--- src/design/lctcg_pkg.sv ---
// shared types, constants and helpers for the text-mode lcd character writer
// no dependencies; imported by every module of the block
package lctcg_pkg;

  // controller address width and bus byte width
  localparam int ADDR_W = 16;
  localparam int BYTE_W = 8;

  // default depth of the queue between front and back
  localparam int FIFO_DEPTH_DEF = 2;

  // configuration port widths
  localparam int CFG_IDX_W  = 8;
  localparam int CFG_DATA_W = 16;

  // register indexes on the configuration port
  localparam logic [CFG_IDX_W-1:0] REG_TEXT_HOME      = 8'd0;
  localparam logic [CFG_IDX_W-1:0] REG_ATTR_HOME      = 8'd1;
  localparam logic [CFG_IDX_W-1:0] REG_ROW_WIDTH      = 8'd2;
  localparam logic [CFG_IDX_W-1:0] REG_ATTR_MODE      = 8'd3;
  localparam logic [CFG_IDX_W-1:0] REG_AREA_ATTR_ONLY = 8'd4;
  localparam logic [CFG_IDX_W-1:0] REG_BLINK          = 8'd5;
  localparam logic [CFG_IDX_W-1:0] REG_BOLD           = 8'd6;
  localparam logic [CFG_IDX_W-1:0] REG_REVERSE        = 8'd7;

  localparam logic [7:0] ROW_WIDTH_RST = 8'd30;

  // controller commands
  localparam logic [7:0] CMD_ADDR_SET   = 8'h24;
  localparam logic [7:0] CMD_DATA_WRITE = 8'hC0;

  // character codes
  localparam logic [7:0] CHAR_TAB     = 8'h09;
  localparam logic [7:0] CHAR_LF      = 8'h0A;
  localparam logic [7:0] CHAR_CR      = 8'h0D;
  localparam logic [7:0] GLYPH_OFFSET = 8'h20;
  localparam logic [7:0] CHAR_HIGH    = 8'h80;
  localparam logic [7:0] TAB_STEP     = 8'd3;

  // input opcodes
  localparam logic OP_PUT  = 1'b0;
  localparam logic OP_MOVE = 1'b1;

  // attribute codes
  localparam logic [7:0] ATTR_REV_BLINK  = 8'h0D;
  localparam logic [7:0] ATTR_REV        = 8'h05;
  localparam logic [7:0] ATTR_BOLD_BLINK = 8'h0F;
  localparam logic [7:0] ATTR_BOLD       = 8'h07;
  localparam logic [7:0] ATTR_BLINK      = 8'h08;
  localparam logic [7:0] ATTR_NONE       = 8'h00;

  // configuration as seen by front and back
  typedef struct packed {
    logic [ADDR_W-1:0] text_home;
    logic [ADDR_W-1:0] attr_home;
    logic [7:0]        row_width;
    logic              attr_en;
    logic [7:0]        attr_byte;
  } cfg_t;

  // one printable character handed from front to back
  typedef struct packed {
    logic [ADDR_W-1:0] offs;
    logic [7:0]        glyph;
    logic              with_attr;
  } job_t;

  // attribute byte from the selected attribute bits
  function automatic logic [7:0] attr_code(input logic reverse, input logic bold,
                                           input logic blink);
    logic [7:0] code;
    if (reverse) begin
      code = blink ? ATTR_REV_BLINK : ATTR_REV;
    end else if (bold && blink) begin
      code = ATTR_BOLD_BLINK;
    end else if (bold) begin
      code = ATTR_BOLD;
    end else if (blink) begin
      code = ATTR_BLINK;
    end else begin
      code = ATTR_NONE;
    end
    return code;
  endfunction

endpackage

--- src/design/lcd_text_char_command_gen.sv ---
// top level of the text-mode lcd character writer: config registers and wiring
// depends on lctcg_pkg, lctcg_front, lctcg_fifo and lctcg_back
//
//   channel  handshake               payload
//   in       in_valid / in_stall     in_opcode, in_char_code, in_target_col, in_target_row
//   out      out_valid / out_stall   out_bus_byte, out_is_command, out_last_of_run
//   cfg      cfg_valid / cfg_ready   cfg_index, cfg_data
//
// a printable character produces 5 bus beats, or 13 with attribute writes, one per
// cycle while out_stall is low; the back-end byte sequencer sets the rate. control
// characters and cursor moves are handled in the front end and produce no beats.
// the front end stalls only when the job queue is full; the back end stalls only on
// out_stall. reset is synchronous: cursor at column 0 row 0, row width 30, other config registers 0.
module lcd_text_char_command_gen #(
  parameter int FIFO_DEPTH = lctcg_pkg::FIFO_DEPTH_DEF
) (
  input  logic                             clk,
  input  logic                             rst_n,
  input  logic                             in_valid,
  output logic                             in_stall,
  input  logic                             in_opcode,
  input  logic [7:0]                       in_char_code,
  input  logic [7:0]                       in_target_col,
  input  logic [7:0]                       in_target_row,
  output logic                             out_valid,
  input  logic                             out_stall,
  output logic [7:0]                       out_bus_byte,
  output logic                             out_is_command,
  output logic                             out_last_of_run,
  input  logic                             cfg_valid,
  output logic                             cfg_ready,
  input  logic [lctcg_pkg::CFG_IDX_W-1:0]  cfg_index,
  input  logic [lctcg_pkg::CFG_DATA_W-1:0] cfg_data
);
  import lctcg_pkg::*;

  logic [ADDR_W-1:0] text_home_r;
  logic [ADDR_W-1:0] attr_home_r;
  logic [7:0]        row_width_r;
  logic              attr_mode_r;
  logic              area_only_r;
  logic              blink_r;
  logic              bold_r;
  logic              reverse_r;
  cfg_t              cfg;
  logic              in_accept;
  logic              push;
  job_t              push_job;
  logic              pop;
  logic              full;
  logic              head_valid;
  job_t              head_job;

  assign cfg_ready = 1'b1;
  assign in_stall  = full;
  assign in_accept = in_valid && !in_stall;

  // configuration registers
  always_ff @(posedge clk) begin
    if (!rst_n) begin
      text_home_r <= '0;
      attr_home_r <= '0;
      row_width_r <= ROW_WIDTH_RST;
      attr_mode_r <= 1'b0;
      area_only_r <= 1'b0;
      blink_r     <= 1'b0;
      bold_r      <= 1'b0;
      reverse_r   <= 1'b0;
    end else if (cfg_valid && cfg_ready) begin
      unique case (cfg_index)
        REG_TEXT_HOME:      text_home_r <= cfg_data[ADDR_W-1:0];
        REG_ATTR_HOME:      attr_home_r <= cfg_data[ADDR_W-1:0];
        REG_ROW_WIDTH:      row_width_r <= cfg_data[7:0];
        REG_ATTR_MODE:      attr_mode_r <= cfg_data[0];
        REG_AREA_ATTR_ONLY: area_only_r <= cfg_data[0];
        REG_BLINK:          blink_r     <= cfg_data[0];
        REG_BOLD:           bold_r      <= cfg_data[0];
        REG_REVERSE:        reverse_r   <= cfg_data[0];
        default: begin
        end
      endcase
    end
  end

  // configuration view for front and back
  always_comb begin
    cfg.text_home = text_home_r;
    cfg.attr_home = attr_home_r;
    cfg.row_width = row_width_r;
    cfg.attr_en   = attr_mode_r && !area_only_r;
    cfg.attr_byte = attr_code(reverse_r, bold_r, blink_r);
  end

  lctcg_front u_front (
    .clk           (clk),
    .rst_n         (rst_n),
    .cfg           (cfg),
    .in_accept     (in_accept),
    .in_opcode     (in_opcode),
    .in_char_code  (in_char_code),
    .in_target_col (in_target_col),
    .in_target_row (in_target_row),
    .push          (push),
    .push_job      (push_job)
  );

  lctcg_fifo #(
    .DEPTH (FIFO_DEPTH)
  ) u_fifo (
    .clk        (clk),
    .rst_n      (rst_n),
    .push       (push),
    .push_job   (push_job),
    .pop        (pop),
    .full       (full),
    .head_valid (head_valid),
    .head_job   (head_job)
  );

  lctcg_back u_back (
    .clk             (clk),
    .rst_n           (rst_n),
    .cfg             (cfg),
    .head_valid      (head_valid),
    .head_job        (head_job),
    .pop             (pop),
    .out_stall       (out_stall),
    .out_valid       (out_valid),
    .out_bus_byte    (out_bus_byte),
    .out_is_command  (out_is_command),
    .out_last_of_run (out_last_of_run)
  );

endmodule

--- src/design/lctcg_front.sv ---
// front end: accepts input beats, keeps the cursor, classifies characters
// depends on lctcg_pkg; pushes printable characters into the job queue
module lctcg_front (
  input  logic              clk,
  input  logic              rst_n,
  input  lctcg_pkg::cfg_t   cfg,
  input  logic              in_accept,
  input  logic              in_opcode,
  input  logic [7:0]        in_char_code,
  input  logic [7:0]        in_target_col,
  input  logic [7:0]        in_target_row,
  output logic              push,
  output lctcg_pkg::job_t   push_job
);
  import lctcg_pkg::*;

  logic [7:0]  col_r, col_nxt;
  logic [7:0]  row_r, row_nxt;
  logic        wrap;
  logic [7:0]  col_eff;
  logic [7:0]  row_eff;
  logic [15:0] prod;
  logic [8:0]  tab_sum;

  // row-full wrap and text offset of the character cell
  always_comb begin
    wrap    = (col_r >= cfg.row_width);
    col_eff = wrap ? 8'd0 : col_r;
    row_eff = wrap ? 8'(row_r + 8'd1) : row_r;
    prod    = {8'd0, row_eff} * {8'd0, cfg.row_width};
    tab_sum = {1'b0, col_r} + {1'b0, TAB_STEP};
  end

  // cursor update and job push
  always_comb begin
    col_nxt            = col_r;
    row_nxt            = row_r;
    push               = 1'b0;
    push_job.offs      = ADDR_W'(prod) + ADDR_W'(col_eff);
    push_job.glyph     = (in_char_code >= CHAR_HIGH) ? in_char_code
                                                     : 8'(in_char_code - GLYPH_OFFSET);
    push_job.with_attr = cfg.attr_en;
    if (in_accept) begin
      priority if (in_opcode == OP_MOVE) begin
        col_nxt = in_target_col;
        row_nxt = in_target_row;
      end else if (in_char_code == CHAR_LF) begin
        col_nxt = 8'd0;
        row_nxt = 8'(row_r + 8'd1);
      end else if (in_char_code == CHAR_CR) begin
        col_nxt = 8'd0;
      end else if (in_char_code == CHAR_TAB) begin
        if (tab_sum < {1'b0, cfg.row_width}) begin
          col_nxt = tab_sum[7:0];
        end
      end else begin
        push    = 1'b1;
        col_nxt = 8'(col_eff + 8'd1);
        row_nxt = row_eff;
      end
    end
  end

  // cursor registers
  always_ff @(posedge clk) begin
    if (!rst_n) begin
      col_r <= 8'd0;
      row_r <= 8'd0;
    end else begin
      col_r <= col_nxt;
      row_r <= row_nxt;
    end
  end

endmodule

--- src/design/lctcg_fifo.sv ---
// short job queue between front and back
// depends on lctcg_pkg for the job type; head is read combinationally from storage
module lctcg_fifo #(
  parameter int DEPTH = 2
) (
  input  logic            clk,
  input  logic            rst_n,
  input  logic            push,
  input  lctcg_pkg::job_t push_job,
  input  logic            pop,
  output logic            full,
  output logic            head_valid,
  output lctcg_pkg::job_t head_job
);
  import lctcg_pkg::*;

  localparam int PTR_W = (DEPTH > 1) ? $clog2(DEPTH) : 1;
  localparam int CNT_W = $clog2(DEPTH + 1);
  localparam logic [PTR_W-1:0] PTR_LAST = PTR_W'(DEPTH - 1);
  localparam logic [CNT_W-1:0] CNT_FULL = CNT_W'(DEPTH);

  job_t             mem_r [DEPTH];
  logic [PTR_W-1:0] wr_ptr_r, wr_ptr_nxt;
  logic [PTR_W-1:0] rd_ptr_r, rd_ptr_nxt;
  logic [CNT_W-1:0] cnt_r, cnt_nxt;
  logic             do_push;
  logic             do_pop;

  assign full       = (cnt_r == CNT_FULL);
  assign head_valid = (cnt_r != '0);
  assign head_job   = mem_r[rd_ptr_r];
  assign do_push    = push && !full;
  assign do_pop     = pop && head_valid;

  // pointer and count update
  always_comb begin
    wr_ptr_nxt = wr_ptr_r;
    rd_ptr_nxt = rd_ptr_r;
    cnt_nxt    = cnt_r;
    if (do_push) begin
      wr_ptr_nxt = (wr_ptr_r == PTR_LAST) ? '0 : PTR_W'(wr_ptr_r + 1'b1);
    end
    if (do_pop) begin
      rd_ptr_nxt = (rd_ptr_r == PTR_LAST) ? '0 : PTR_W'(rd_ptr_r + 1'b1);
    end
    if (do_push && !do_pop) begin
      cnt_nxt = CNT_W'(cnt_r + 1'b1);
    end else if (do_pop && !do_push) begin
      cnt_nxt = CNT_W'(cnt_r - 1'b1);
    end
  end

  always_ff @(posedge clk) begin
    if (!rst_n) begin
      wr_ptr_r <= '0;
      rd_ptr_r <= '0;
      cnt_r    <= '0;
    end else begin
      wr_ptr_r <= wr_ptr_nxt;
      rd_ptr_r <= rd_ptr_nxt;
      cnt_r    <= cnt_nxt;
    end
  end

  // storage
  always_ff @(posedge clk) begin
    if (do_push) begin
      mem_r[wr_ptr_r] <= push_job;
    end
  end

endmodule

--- src/design/lctcg_back.sv ---
// back end: walks one job through its bus byte sequence, one beat per cycle while out_stall is low
// depends on lctcg_pkg; takes jobs from the queue head, drives the output register
module lctcg_back (
  input  logic            clk,
  input  logic            rst_n,
  input  lctcg_pkg::cfg_t cfg,
  input  logic            head_valid,
  input  lctcg_pkg::job_t head_job,
  output logic            pop,
  input  logic            out_stall,
  output logic            out_valid,
  output logic [7:0]      out_bus_byte,
  output logic            out_is_command,
  output logic            out_last_of_run
);
  import lctcg_pkg::*;

  typedef enum logic [12:0] {
    ST_TXT_LO   = 13'b0000000000001,
    ST_TXT_HI   = 13'b0000000000010,
    ST_TXT_CMD  = 13'b0000000000100,
    ST_GLYPH    = 13'b0000000001000,
    ST_TXT_WR   = 13'b0000000010000,
    ST_ATR_LO   = 13'b0000000100000,
    ST_ATR_HI   = 13'b0000001000000,
    ST_ATR_CMD  = 13'b0000010000000,
    ST_ATR_BYTE = 13'b0000100000000,
    ST_ATR_WR   = 13'b0001000000000,
    ST_NXT_LO   = 13'b0010000000000,
    ST_NXT_HI   = 13'b0100000000000,
    ST_NXT_CMD  = 13'b1000000000000
  } step_t;

  step_t             step_r, step_nxt;
  logic              valid_r, valid_nxt;
  logic [7:0]        byte_r, byte_nxt;
  logic              cmd_r, cmd_nxt;
  logic              last_r, last_nxt;
  logic              adv;
  logic [ADDR_W-1:0] txt_addr;
  logic [ADDR_W-1:0] atr_addr;
  logic [ADDR_W-1:0] nxt_addr;
  logic [7:0]        cur_byte;
  logic              cur_cmd;
  logic              cur_last;
  step_t             cur_next;

  assign out_valid       = valid_r;
  assign out_bus_byte    = byte_r;
  assign out_is_command  = cmd_r;
  assign out_last_of_run = last_r;

  // output register moves when empty or taken
  assign adv = !valid_r || !out_stall;

  // addresses of the current job
  always_comb begin
    txt_addr = cfg.text_home + head_job.offs;
    atr_addr = cfg.attr_home + head_job.offs;
    nxt_addr = atr_addr + ADDR_W'(cfg.row_width);
  end

  // byte of the current step
  always_comb begin
    cur_byte = 8'd0;
    cur_cmd  = 1'b0;
    cur_last = 1'b0;
    cur_next = ST_TXT_LO;
    unique case (step_r)
      ST_TXT_LO: begin
        cur_byte = txt_addr[7:0];
        cur_next = ST_TXT_HI;
      end
      ST_TXT_HI: begin
        cur_byte = txt_addr[15:8];
        cur_next = ST_TXT_CMD;
      end
      ST_TXT_CMD: begin
        cur_byte = CMD_ADDR_SET;
        cur_cmd  = 1'b1;
        cur_next = ST_GLYPH;
      end
      ST_GLYPH: begin
        cur_byte = head_job.glyph;
        cur_next = ST_TXT_WR;
      end
      ST_TXT_WR: begin
        cur_byte = CMD_DATA_WRITE;
        cur_cmd  = 1'b1;
        cur_last = !head_job.with_attr;
        cur_next = head_job.with_attr ? ST_ATR_LO : ST_TXT_LO;
      end
      ST_ATR_LO: begin
        cur_byte = atr_addr[7:0];
        cur_next = ST_ATR_HI;
      end
      ST_ATR_HI: begin
        cur_byte = atr_addr[15:8];
        cur_next = ST_ATR_CMD;
      end
      ST_ATR_CMD: begin
        cur_byte = CMD_ADDR_SET;
        cur_cmd  = 1'b1;
        cur_next = ST_ATR_BYTE;
      end
      ST_ATR_BYTE: begin
        cur_byte = cfg.attr_byte;
        cur_next = ST_ATR_WR;
      end
      ST_ATR_WR: begin
        cur_byte = CMD_DATA_WRITE;
        cur_cmd  = 1'b1;
        cur_next = ST_NXT_LO;
      end
      ST_NXT_LO: begin
        cur_byte = nxt_addr[7:0];
        cur_next = ST_NXT_HI;
      end
      ST_NXT_HI: begin
        cur_byte = nxt_addr[15:8];
        cur_next = ST_NXT_CMD;
      end
      ST_NXT_CMD: begin
        cur_byte = CMD_ADDR_SET;
        cur_cmd  = 1'b1;
        cur_last = 1'b1;
        cur_next = ST_TXT_LO;
      end
      default: begin
        cur_next = ST_TXT_LO;
      end
    endcase
  end

  // sequencer and output register update
  always_comb begin
    step_nxt  = step_r;
    valid_nxt = valid_r;
    byte_nxt  = byte_r;
    cmd_nxt   = cmd_r;
    last_nxt  = last_r;
    pop       = 1'b0;
    if (adv) begin
      valid_nxt = head_valid;
      if (head_valid) begin
        byte_nxt = cur_byte;
        cmd_nxt  = cur_cmd;
        last_nxt = cur_last;
        step_nxt = cur_next;
        pop      = cur_last;
      end
    end
  end

  // control registers
  always_ff @(posedge clk) begin
    if (!rst_n) begin
      step_r  <= ST_TXT_LO;
      valid_r <= 1'b0;
    end else begin
      step_r  <= step_nxt;
      valid_r <= valid_nxt;
    end
  end

  // payload registers
  always_ff @(posedge clk) begin
    byte_r <= byte_nxt;
    cmd_r  <= cmd_nxt;
    last_r <= last_nxt;
  end

endmodule
--- config.mk ---
export PLATFORM = sky130hd
export DESIGN_NAME = lcd_text_char_command_gen
export DESIGN_NICKNAME = d
export VERILOG_FILES = /design/src/design/lctcg_pkg.sv /design/src/design/lcd_text_char_command_gen.sv /design/src/design/lctcg_front.sv /design/src/design/lctcg_fifo.sv /design/src/design/lctcg_back.sv
export SDC_FILE = /design/constraint.sdc
export NUM_CORES = 1
export LEC_CHECK = 0
export ABC_CLOCK_PERIOD_IN_PS = 13880
export BUFFER_PORTS_ARGS = -buffer_cell sky130_fd_sc_hd__buf_2
export CAP_MARGIN = 40
export CORE_UTILIZATION = 40
export DETAILED_ROUTE_END_ITERATION = 12
export HOLD_SLACK_MARGIN = 0.06
export SYNTH_ARGS = -nofsm -noshare
export SYNTH_HDL_FRONTEND = slang
export SYNTH_HIERARCHICAL = 1
export SYNTH_SLANG_ARGS = --single-unit
--- constraint.sdc ---
create_clock -name clk -period 13.88 [get_ports clk]
set_input_delay 2.776 -clock clk [delete_from_list [all_inputs] [get_ports clk]]
set_output_delay 2.776 -clock clk [all_outputs]
set_load 0.005 [all_outputs]
==> results of run 1 <==
==> sequential cells by signal, indices dropped and copies added (netlist names), named ones only <==
signal                  count
u_back/step_r              13
u_back/out_bus_byte         8
u_fifo/rd_ptr_r             1
u_fifo/wr_ptr_r             1
u_front/col_r               8
u_front/row_r               8
bold_r                      1
u_fifo/cnt_r                2
u_back/out_valid            1
u_back/out_is_command       1
reverse_r                   1
row_width_r                 8
attr_home_r                16
u_back/out_last_of_run      1
area_only_r                 1
u_fifo/mem_r               50
text_home_r                16
blink_r                     1
attr_mode_r                 1
==> cell families (layout without fill, tap and decap cells) <==
| group | Yosys count | count (layout) | synth area share, % |
|---|---|---|---|
| simple gates | 438 | 438 | 19.4 |
| flops | 140 | 140 | 29.3 |
| fa+ha+maj | 143 | 143 | 18.5 |
| compound gates | 249 | 249 | 15.3 |
| xor+xnor | 64 | 64 | 4.83 |
| other cells | 2 | 5 | 0.0647 |
| buf+inv | 155 | 208 | 5.85 |
| mux | 75 | 75 | 6.74 |
==> per-layer routing <==
metal,GRT usage [%],routed length (um)
met1,25.2,12800
met2,35.8,14600
met3,2.40,923
met4,6.89,643
met5,0,0
==> area by class of cell <==
cell class | instances | area (um^2) | area share, %
Clock buffer | 20 | 478 | 3.73
Clock inverter | 12 | 145 | 1.13
Inverter | 105 | 394 | 3.08
Multi-Input combinational cell | 974 | 7540 | 58.9
Sequential cell | 140 | 3400 | 26.6
Tap cell | 378 | 473 | 3.69
Timing Repair Buffer | 71 | 374 | 2.92
==> path summary, 6_finish.rpt <==
check / cells after the start / end / startpoint / slack (ns)
max: 20 / u_fifo/mem_r[0][23] / row_width_r[6] / 7.02
min: 2 / text_home_r[10] / text_home_r[10] / 0.47
max reg2reg: 20 / u_fifo/mem_r[0][23] / row_width_r[6] / 7.02
min reg2reg: 2 / text_home_r[10] / text_home_r[10] / 0.47
==> cells in the final DEF (no fill, tap or decap), types with 10 or more instances in the layout <==
master     instances
o21a_1            10
nor2b_1           24
xor2_1            17
o21ai_1           11
fa_1              47
nor2_1            93
nand2_1          162
dfxtp_1           80
nand2b_1          20
a21boi_0          10
nor3_1            16
nand3_1           18
o21ai_0           37
a21o_1            17
a22oi_1           13
mux2i_1           50
edfxtp_1          60
a21oi_1           52
xnor2_1           47
clkbuf_16         18
inv_1            104
ha_1              96
mux2_2            25
and2_1            28
buf_2             65
and3_1            11
==> power groups by stage <==
stage | Combinational (mW) | Sequential (mW) | Clock (mW)
4_1_cts | 0.355 | 0.483 | 0.501
2_1_floorplan | 0.267 | 0.485 | 0
6_report | 0.355 | 0.483 | 0.493
3_5_place_dp | 0.351 | 0.492 | 0
5_1_grt | 0.398 | 0.486 | 0.517
3_3_place_gp | 0.344 | 0.491 | 0
==> critical path, stage by stage (launching register included) <==
cell and delay (ns):
dfxtp_1 0.61, inv_1 0.23, ha_1 0.36, nand4_1 0.13, o31a_1 0.47, nand2b_1 0.22, xnor2_1 0.54, nand2_1 0.15
fa_1 0.53, inv_1 0.06, fa_1 0.51, inv_1 0.06, fa_1 0.49, fa_1 0.49, inv_1 0.04, ha_1 0.33
nand2_1 0.09, o21ai_1 0.10, o41a_1 0.34, o41ai_1 0.52, o311ai_0 0.27
==> results.md, run 1 <==
- Outcome: finished, final reports clean
- First-pass GRT wire length: around 46 mm
- GPL Wtd Cong: between 0.8 and 0.9
- # setup viols final: 0
- Vias: 9240
- H-tree depth: 4
- Sequential share of the synthesized area: 29.3%
- Cell Int Power: roughly 0.9 mW
- Number of global-route vias before repair: ~9000
- Hold WC Path Type: reg2reg
- Clock-pin slew on the worst setup and hold paths: 0.07 ns
- Worst-path fanout max: 13
- Chip height: about 170 um
- Yosys warnings: 6
- Skew final: 0.0119 ns
- Cells after Synth: 1266
- Die width: 172 um
- Fillers: 2719
- FP Rows: 61
- GRT Resource Usage Total: 20.2%
- Net Switching: 0.433 mW
- Flops & latches, synth: 140
- CP Data Required Time: 13.99 ns
- Syn-to-layout area delta: 10.4%
- Initial Utilization: 41.2%
- Largest net degree at the start of global routing: 84
- MaxCap Viol Count: 0
- Hold Fails Final Rpt: 0
- Final hold slack: between 0.4 and 0.5 ns
- Top cells by area, synth: edfxtp_1 16%, dfxtp_1 14%, ha_1 10%
- Synth Flop Type: dfxtp_1
- Drc violations: 0
- Most common cell in the synthesized netlist: nand2_1
- CTS Sinks: 140
- Clock network fraction of total power: a little under two fifths
- Slew Limit Fails: 0
- Net Sw Frac: 32.6%
- # IOs: 67
- Largest area contributor in the netlist: edfxtp_1
- Post-CTS Setup Bufs: 0
- Setup_tns: 0 ns
- Share of flip-flops with an asynchronous set or reset: 0%
- Core area: 0.0282 mm^2
- Share of cells above drive strength 1: 12.8%
- Clock buffer depth: 2
- Cell at the root of the clock tree: clkbuf_16
- Tcrit/Tclk final: 49.4%
- Pwr Total: 1.33 mW
- Final HPWL DP: 22.0 mm
- DP Area: 0.0122 mm^2
- Overflow after GRT: 0
- Die area: around 0.030 mm^2
- Final Cell Area: 0.0128 mm^2
- Antenna violations before repair: 0
- Avg WL per Cell: between 15 and 20 um
- Logic pwr share: 26.7%
- DRT Pass-1 Iters: 7
- Worst vdd ir: 86.1 uV
- PortBufs: 65
- Crit Path Class: reg2reg
- Worst Tran Pin Value: between 0.7 and 0.8 ns
- Cell Count Post-Placement: approximately 1700
- Utilization after layout: 45.5%
- Arr. time, crit path: 6.97 ns
- Pleak: 5.63 nW
- CTS Hold Bufs: 0
- Detail Route Antenna Nets: 0
- CTS resizes: 0
- Post-synth cell types: 90
- Initial DRC count: 732
- Number of antenna diodes: 0
- Place WS: 7.12 ns
- Routed WL: between 20 and 30 mm
- Post-Layout Cell Count: 1700
- Sequential cell fraction of total power: between 30 and 40%
- PD cells: 104 mW/mm^2
- Clk_lat worst skew: 0.44 ns
- DR vias/cell: 5.44
- Post-synth top area share: 15.5%
- Startpoint Class: register
- Final setup margin: between 7 and 8 ns
- Fin nets: 1506
- Commonest cells post-synth: 162 x nand2_1, 104 x inv_1, 96 x ha_1
- Area of the mapped netlist: 0.0116 mm^2
- Total CTS buffers: 17
- Final min period: 6.86 ns
- RSZ-0062 raised after global routing: false
- Relative slew slack: 46.6%
- Mean Syn Cell Area: 9.17 um^2
- Number of synthesized flops with an enable pin: 60
- CTS tree: done
- Max Freq: 0.146 GHz
- Setup crit end kind: register
(Power assumes the default switching activity.)
==> inputs of run 2 (changes only) <==
--- a/config.mk
+++ b/config.mk
@@ -5,7 +5,7 @@
 export SDC_FILE = /design/constraint.sdc
 export NUM_CORES = 1
 export LEC_CHECK = 0
-export ABC_CLOCK_PERIOD_IN_PS = 13880
+export ABC_CLOCK_PERIOD_IN_PS = 6200
 export BUFFER_PORTS_ARGS = -buffer_cell sky130_fd_sc_hd__buf_2
 export CAP_MARGIN = 40
 export CORE_UTILIZATION = 40
==> constraint.sdc (replaced) <==
create_clock -name clk -period 6.2 [get_ports clk]
set_input_delay 1.24 -clock clk [delete_from_list [all_inputs] [get_ports clk]]
set_output_delay 1.24 -clock clk [all_outputs]
set_load 0.005 [all_outputs]
==> run 2 against run 1 <==
  * Routed wire length grew 1.7%
  * Via count increased by 0.57%
  * Sequential power is 120% higher
  * Final cell count increased by 2.1%
  * Worst hold slack worse by 0.0098 ns
  * Utilization increased by 0.96 points
  * Clock-buffer cell count fell by 2
  * Total power up 120%
  * Clock skew increased by 0.0053 ns
  * Worst setup slack lost 6.8 ns
  * Critical endpoint is now u_fifo/mem_r[1][23]
  * Highest routed layer unchanged
==> results.md, run 2 (synthesis results as in run 1) <==
- Outcome: finished, final reports clean
- Number of global-route vias before repair: 9132
- Avg WL per Cell: 17.0 um
- Tcrit/Tclk final: 96.5%
- Clock-pin slew on the worst setup and hold paths: 0.07 ns
- MaxCap Viol Count: 0
- PortBufs: 65
- Register-to-register setup slack: approximately 0.22 ns
- Max incr delay on CP: roughly 0.54 ns
- Die width: 172 um
- Register area: around 0.0034 mm^2
- Crit Path Class: reg2reg
- Pleak: approximately 5.8 nW
- Reg-to-Reg Start: u_front/col_r[0]
- Detail Route Antenna Nets: 0
- CTS Hold Bufs: 0
- Pwr Total: 2.96 mW
- Max reg flops: 50
- Cell at the root of the clock tree: clkbuf_16
- R2R depth: 24
- Multi-input gate area: 0.00757 mm^2
- GPL Wtd Cong: 0.905
- GRT Resource Usage Total: 20.8%
- DP Area: 0.0124 mm^2
- # IOs: 67
- Overflow after GRT: 0
- WHS Endpoint: attr_mode_r
- Final min period: 5.98 ns
- Fillers: ~2700
- Clk_lat worst skew: 0.44 ns
- CTS Sinks: 140
- Core area: 0.0282 mm^2
- First-pass GRT wire length: 47.3 mm
- Final HPWL DP: about 23 mm
- Antenna violations before repair: 0
- Most flops, register: u_fifo/mem_r
- Worst Tran Pin Value: 0.790 ns
- Relative slew slack: 46.9%
- # setup viols final: 0
- Slew Limit Fails: 0
- FP Rows: 61
- Commonest non-fill, non-tap cell in the layout: nand2_1
- Hold path depth: 2
- Worst-path fanout max: 16
- Arr. time, crit path: between 6 and 7 ns
- Skew final: 0.0172 ns
- CP max stage cell: fa_1
- Chip height: 172 um
- Initial DRC count: 463
- Reg2reg end: u_fifo/mem_r[1][23]
- CP Data Required Time: approximately 6.3 ns
- Hold WC Path Type: reg2reg
- DRT Pass-1 Iters: 6
- Drc violations: 0
- Worst vdd ir: 197 uV
- H-tree depth: 4
- Fin nets: between 1500 and 2000
- Initial Utilization: roughly 41%
- CP Cell Sequence: inv_1 -> ha_1 -> nand2b_1 -> a2111oi_2 -> o31a_1 -> buf_4 -> buf_6 -> nand2b_1 -> xnor2_1 -> nand2_1 -> fa_1 -> inv_1 -> fa_1 -> fa_1 -> inv_1 -> fa_1 -> inv_1 -> ha_1 -> o21a_1 -> o21a_1 -> o41a_1 -> o41ai_2 -> buf_4 -> o311ai_1
- CTS tree: done
- Startpoint Class: register
- Regs by FF count: u_fifo/mem_r x50, attr_home_r x16, text_home_r x16
- Most frequent cells in the layout: 162 x nand2_1, 104 x inv_1, 96 x ha_1, 93 x nor2_1, 80 x dfxtp_1
- Final Cell Area: 0.0131 mm^2
- Max Freq: 0.167 GHz
- Total CTS buffers: 17
- Hold Fails Final Rpt: 0
- Share of cells above drive strength 1: 15.3%
- Clock buffer depth: 2
- Routed WL: 29.4 mm
- Vias: 9293
- Syn-to-layout area delta: 12.7%
- Setup crit end kind: register
- Hold Path Origin: attr_mode_r
- PD cells: about 230 mW/mm^2
- Die area: 0.0297 mm^2
- Largest net degree at the start of global routing: 78
- DR vias/cell: 5.36
- Number of antenna diodes: 0
run 2: where the power goes:
group,internal [mW],switching [mW],leakage [nW]
sequential,1.05,0.0253,1.20
combinational,0.334,0.488,4.33
clock,0.633,0.429,0.282
run 2: area by class of cell:
type	instances	area share, %
multi-input combinational	974	57.9
sequential	140	26.0
timing repair buffer	106	4.87
tap	378	3.62
clock buffer	18	3.28
inverter	105	3.01
clock inverter	14	1.29
run 2: worst max-delay path, delay by kind of cell, from the launching register on:
family | cells | cell delay (ns)
AO/OA/AOI/OAI | 7 | 1.50
XOR/XNOR | 1 | 0.17
adder cells (fa/ha/maj) | 6 | 2.57
AND/OR/NAND/NOR | 3 | 0.40
flip-flops | 1 | 0.33
buffers and inverters | 7 | 0.70
run 2: per-layer routing:
| metal | global-route usage (%) | vias to the layer above | share of wire, % |
|---|---|---|---|
| met3 | 3.46 | 37 | 3.4 |
| met1 | 26.0 | 4488 | 44 |
| li1 | - | 4610 | - |
| met5 | 0 | - | 0 |
| met2 | 36.4 | 158 | 50 |
| met4 | 6.00 | 0 | 2.1 |
run 2: how the worst max path moves through the flow:
| stage | slack (ns) | cells past startpoint | endpoint | start |
|---|---|---|---|---|
| after floorplan | 0.29 | 22 | u_fifo/mem_r[0][23] | row_width_r[1] |
| after global placement | 0.23 | 23 | u_fifo/mem_r[0][23] | u_front/col_r[0] |
| after detailed placement | 0.09 | 23 | u_fifo/mem_r[0][23] | u_front/col_r[0] |
| after CTS | 0.05 | 23 | u_fifo/mem_r[1][23] | u_front/col_r[0] |
| after global routing | -0.07 | 25 | u_fifo/mem_r[1][23] | u_front/col_r[0] |
| final | 0.22 | 24 | u_fifo/mem_r[1][23] | u_front/col_r[0] |
run 2: metrics by stage:
step           util, %  hold WS [ns]  TNS (ns)  worst slack [ns]  instances
2_1_floorplan        -         0.430         0             0.289       1269
3_3_place_gp      44.1         0.440         0             0.227       1699
3_5_place_dp      44.1         0.451         0            0.0902       1699
4_1_cts           46.2         0.463         0            0.0539       1731
5_1_grt           46.4         0.482    -0.140           -0.0703       1735
6_report          46.4         0.459         0             0.220       1735
run 2: timing repair:
item / CTS / global route
setup endpoints to repair: 0 / 10
resized for setup: 0 / 10
setup buffers: 0 / 4
endpoints found under the hold margin: 0 / 0
==> inputs of run 3 (changes only) <==
--- a/config.mk
+++ b/config.mk
@@ -8,7 +8,7 @@
 export ABC_CLOCK_PERIOD_IN_PS = 6200
 export BUFFER_PORTS_ARGS = -buffer_cell sky130_fd_sc_hd__buf_2
 export CAP_MARGIN = 40
-export CORE_UTILIZATION = 40
+export CORE_UTILIZATION = 41
 export DETAILED_ROUTE_END_ITERATION = 12
 export HOLD_SLACK_MARGIN = 0.06
 export SYNTH_ARGS = -nofsm -noshare
==> run 3 against run 2 <==
  * First-iteration DRC count grew 47%
  * Final cell count shrank 0.12%
  * Sequential power is essentially flat
  * Die area shrank 2.4%
  * Routed wire length shrank 1.2%
  * Sequential cell count is the same
  * Maximum frequency grew 1.1%
  * Combinational power shrank 1%
  * Clock power grew 8%
==> results.md, run 3 (synthesis results as in run 1) <==
- Sequential cell fraction of total power: between 30% and 40%
- GPL Wtd Cong: just under 0.9
- Final setup margin: ~0.29 ns
- Cell Int Power: between 2 and 2.5 mW
- DR WL met2: between 10 and 15 mm
- Total buffers and inverters traversed by the critical path: 6
- PD cells: 232 mW/mm^2
- Net Sw Frac: 31.0%
- Routed WL: roughly 29 mm
- Detail Route Antenna Nets: 0
- # setup viols final: 0
- CTS Sinks: 140
- Regs by FF count: u_fifo/mem_r x50, attr_home_r x16, text_home_r x16
- MaxCap Viol Count: 0
- Total CTS buffers: 17
- Initial DRC count: 679
- Most frequent cells in the layout: 162 x nand2_1, 104 x inv_1, 96 x ha_1, 93 x nor2_1, 80 x dfxtp_1
- Avg WL per Cell: 16.8 um
- Number of global-route vias before repair: 9058
- Number of antenna diodes: 0
- Drc violations: 0
- Die area: 0.0290 mm^2
- Final min period: 5.91 ns
- Antenna violations before repair: 0
- Relative slew slack: between 40% and 50%
- Clock network fraction of total power: 37.9%
- DRT Pass-1 Iters: 5
- Multi-input gate area: 0.00758 mm^2
- Worst vdd ir: 178 uV
- Chip height: 170 um
- Max reg flops: 50
- WL met3: 870 um
- Tcrit/Tclk final: 95.4%
- Hold Fails Final Rpt: 0
- Arr. time, crit path: 6.03 ns
- Core area: approximately 0.028 mm^2
- Net Switching: about 0.94 mW
- FP Rows: 61
- First-pass GRT wire length: 46.6 mm
- Register area: 0.00340 mm^2
- Syn-to-layout area delta: 13.1%
- DR vias/cell: 5.40
- Final HPWL DP: 22.8 mm
- Clk_lat worst skew: 0.43 ns
- Commonest non-fill, non-tap cell in the layout: nand2_1
- CP max stage cell: fa_1
- Place WS: -0.0832 ns
- # IOs: 67
- Crit Path Class: reg2reg
- Met1 Wirelength: 12.8 mm
- Startpoint Class: register
- Logic pwr share: 26.8%
- Cell at the root of the clock tree: clkbuf_16
- RSZ-0062 raised after global routing: false
- Most flops, register: u_fifo/mem_r
- H-tree depth: 4
- Outcome: finished, final reports clean
- Setup crit end kind: register
- Vias: 9354
- Hold WC Path Type: reg2reg
- Skew final: 0.0114 ns
- Overflow after GRT: 0
- Initial Utilization: approximately two fifths
- Slew Limit Fails: 0
- Largest net degree at the start of global routing: 49
- Max incr delay on CP: 0.54 ns
- Pleak: 5.82 nW
- GRT Resource Usage Total: about a fifth
- CTS tree: done
- CTS Hold Bufs: 0
- PortBufs: 65
- Fin nets: about 1500
- Family with the most delay on the worst path: adder cells
- CP Data Required Time: 6.32 ns
- Clock buffer depth: 2
- Max Freq: 0.169 GHz
- Clock-pin slew on the worst setup and hold paths: 0.06 ns
- CP Cell Sequence: inv_1 -> ha_1 -> nand2b_1 -> a2111oi_2 -> o31a_1 -> buf_4 -> nor2_1 -> xor2_1 -> nand2_1 -> fa_1 -> fa_1 -> inv_1 -> fa_1 -> inv_1 -> fa_1 -> inv_1 -> ha_1 -> o21a_1 -> o21a_1 -> o41a_1 -> o41ai_2 -> buf_4 -> o311ai_1
- Highest metal used: met4
- Worst-path fanout max: 5
- Utilization after layout: 47.2%
- Share of cells above drive strength 1: between 10% and 20%
- Die width: roughly 170 um
- Worst Tran Pin Value: 0.776 ns
- Fillers: approximately 2700
[run 3: cell types whose count changed in the layout (fill, tap and decap cells not counted), sizes merged]
cell and change:
clkbuf +2, clkinvlp -2, inv +2, buf -2
clkinv -4, bufinv +2
[run 3: metal layers]
metal  track usage [%]  vias to the layer above
met3              3.26                       32
met5                 0                        -
met4              6.85                        0
li1                  -                     4608
met1              25.2                     4533
met2              37.0                      181
[run 3: area by class of cell]
type / instances / share of cell area (%)
multi-input combinational: 974 / 57.8
clock buffer: 20 / 3.33
sequential: 140 / 25.9
inverter: 105 / 3.00
clock inverter: 12 / 1.60
timing repair buffer: 104 / 4.74
tap: 378 / 3.61
[run 3: final timing paths]
path	slack (ns)	from	depth (start not counted)	endpoint
min reg2reg	0.46	attr_mode_r	2	attr_mode_r
max	0.29	u_front/col_r[0]	23	u_fifo/mem_r[1][23]
max reg2reg	0.29	u_front/col_r[0]	23	u_fifo/mem_r[1][23]
min	0.46	attr_mode_r	2	attr_mode_r
[run 3: stage by stage]
| step | std cells | total power, mW | setup TNS [ns] | area, um^2 | hold WS [ns] |
|---|---|---|---|---|---|
| floorplan | 1269 | 1.68 | 0 | 11600 | 0.430 |
| CTS | 1732 | 3.05 | 0 | 13100 | 0.460 |
| global route | 1733 | 3.21 | 0 | 13100 | 0.486 |
| global placement | 1699 | 1.88 | 0 | 12400 | 0.440 |
| detailed placement | 1699 | 1.89 | -0.298 | 12400 | 0.451 |
| finish | 1733 | 3.04 | 0 | 13100 | 0.458 |
[run 3: power by group through the flow]
stage | sequential (mW) | clock [mW] | combinational (mW)
floorplan | 1.08 | 0 | 0.598
global placement | 1.09 | 0 | 0.787
detailed placement | 1.09 | 0 | 0.797
CTS | 1.07 | 1.17 | 0.808
global route | 1.08 | 1.21 | 0.922
finish | 1.07 | 1.15 | 0.815
[run 3: worst reg2reg max path: stages (launching register included)]
cell       delay [ns]
dfxtp_1          0.33
inv_1            0.07
ha_1             0.26
nand2b_1         0.15
a2111oi_2        0.40
o31a_1           0.28
buf_4            0.18
nor2_1           0.07
xor2_1           0.27
nand2_1          0.15
fa_1             0.50
fa_1             0.54
inv_1            0.05
fa_1             0.48
inv_1            0.05
fa_1             0.47
inv_1            0.04
ha_1             0.32
o21a_1           0.20
o21a_1           0.16
o41a_1           0.13
o41ai_2          0.21
buf_4            0.17
o311ai_1         0.12
[run 3: what timing repair did]
item	CTS	global route
resized for setup	1	10
cloned	0	0
pin swaps	1	1
buffers inserted	1	1
endpoints found under the setup margin	4	10
endpoints found under the hold margin	0	0
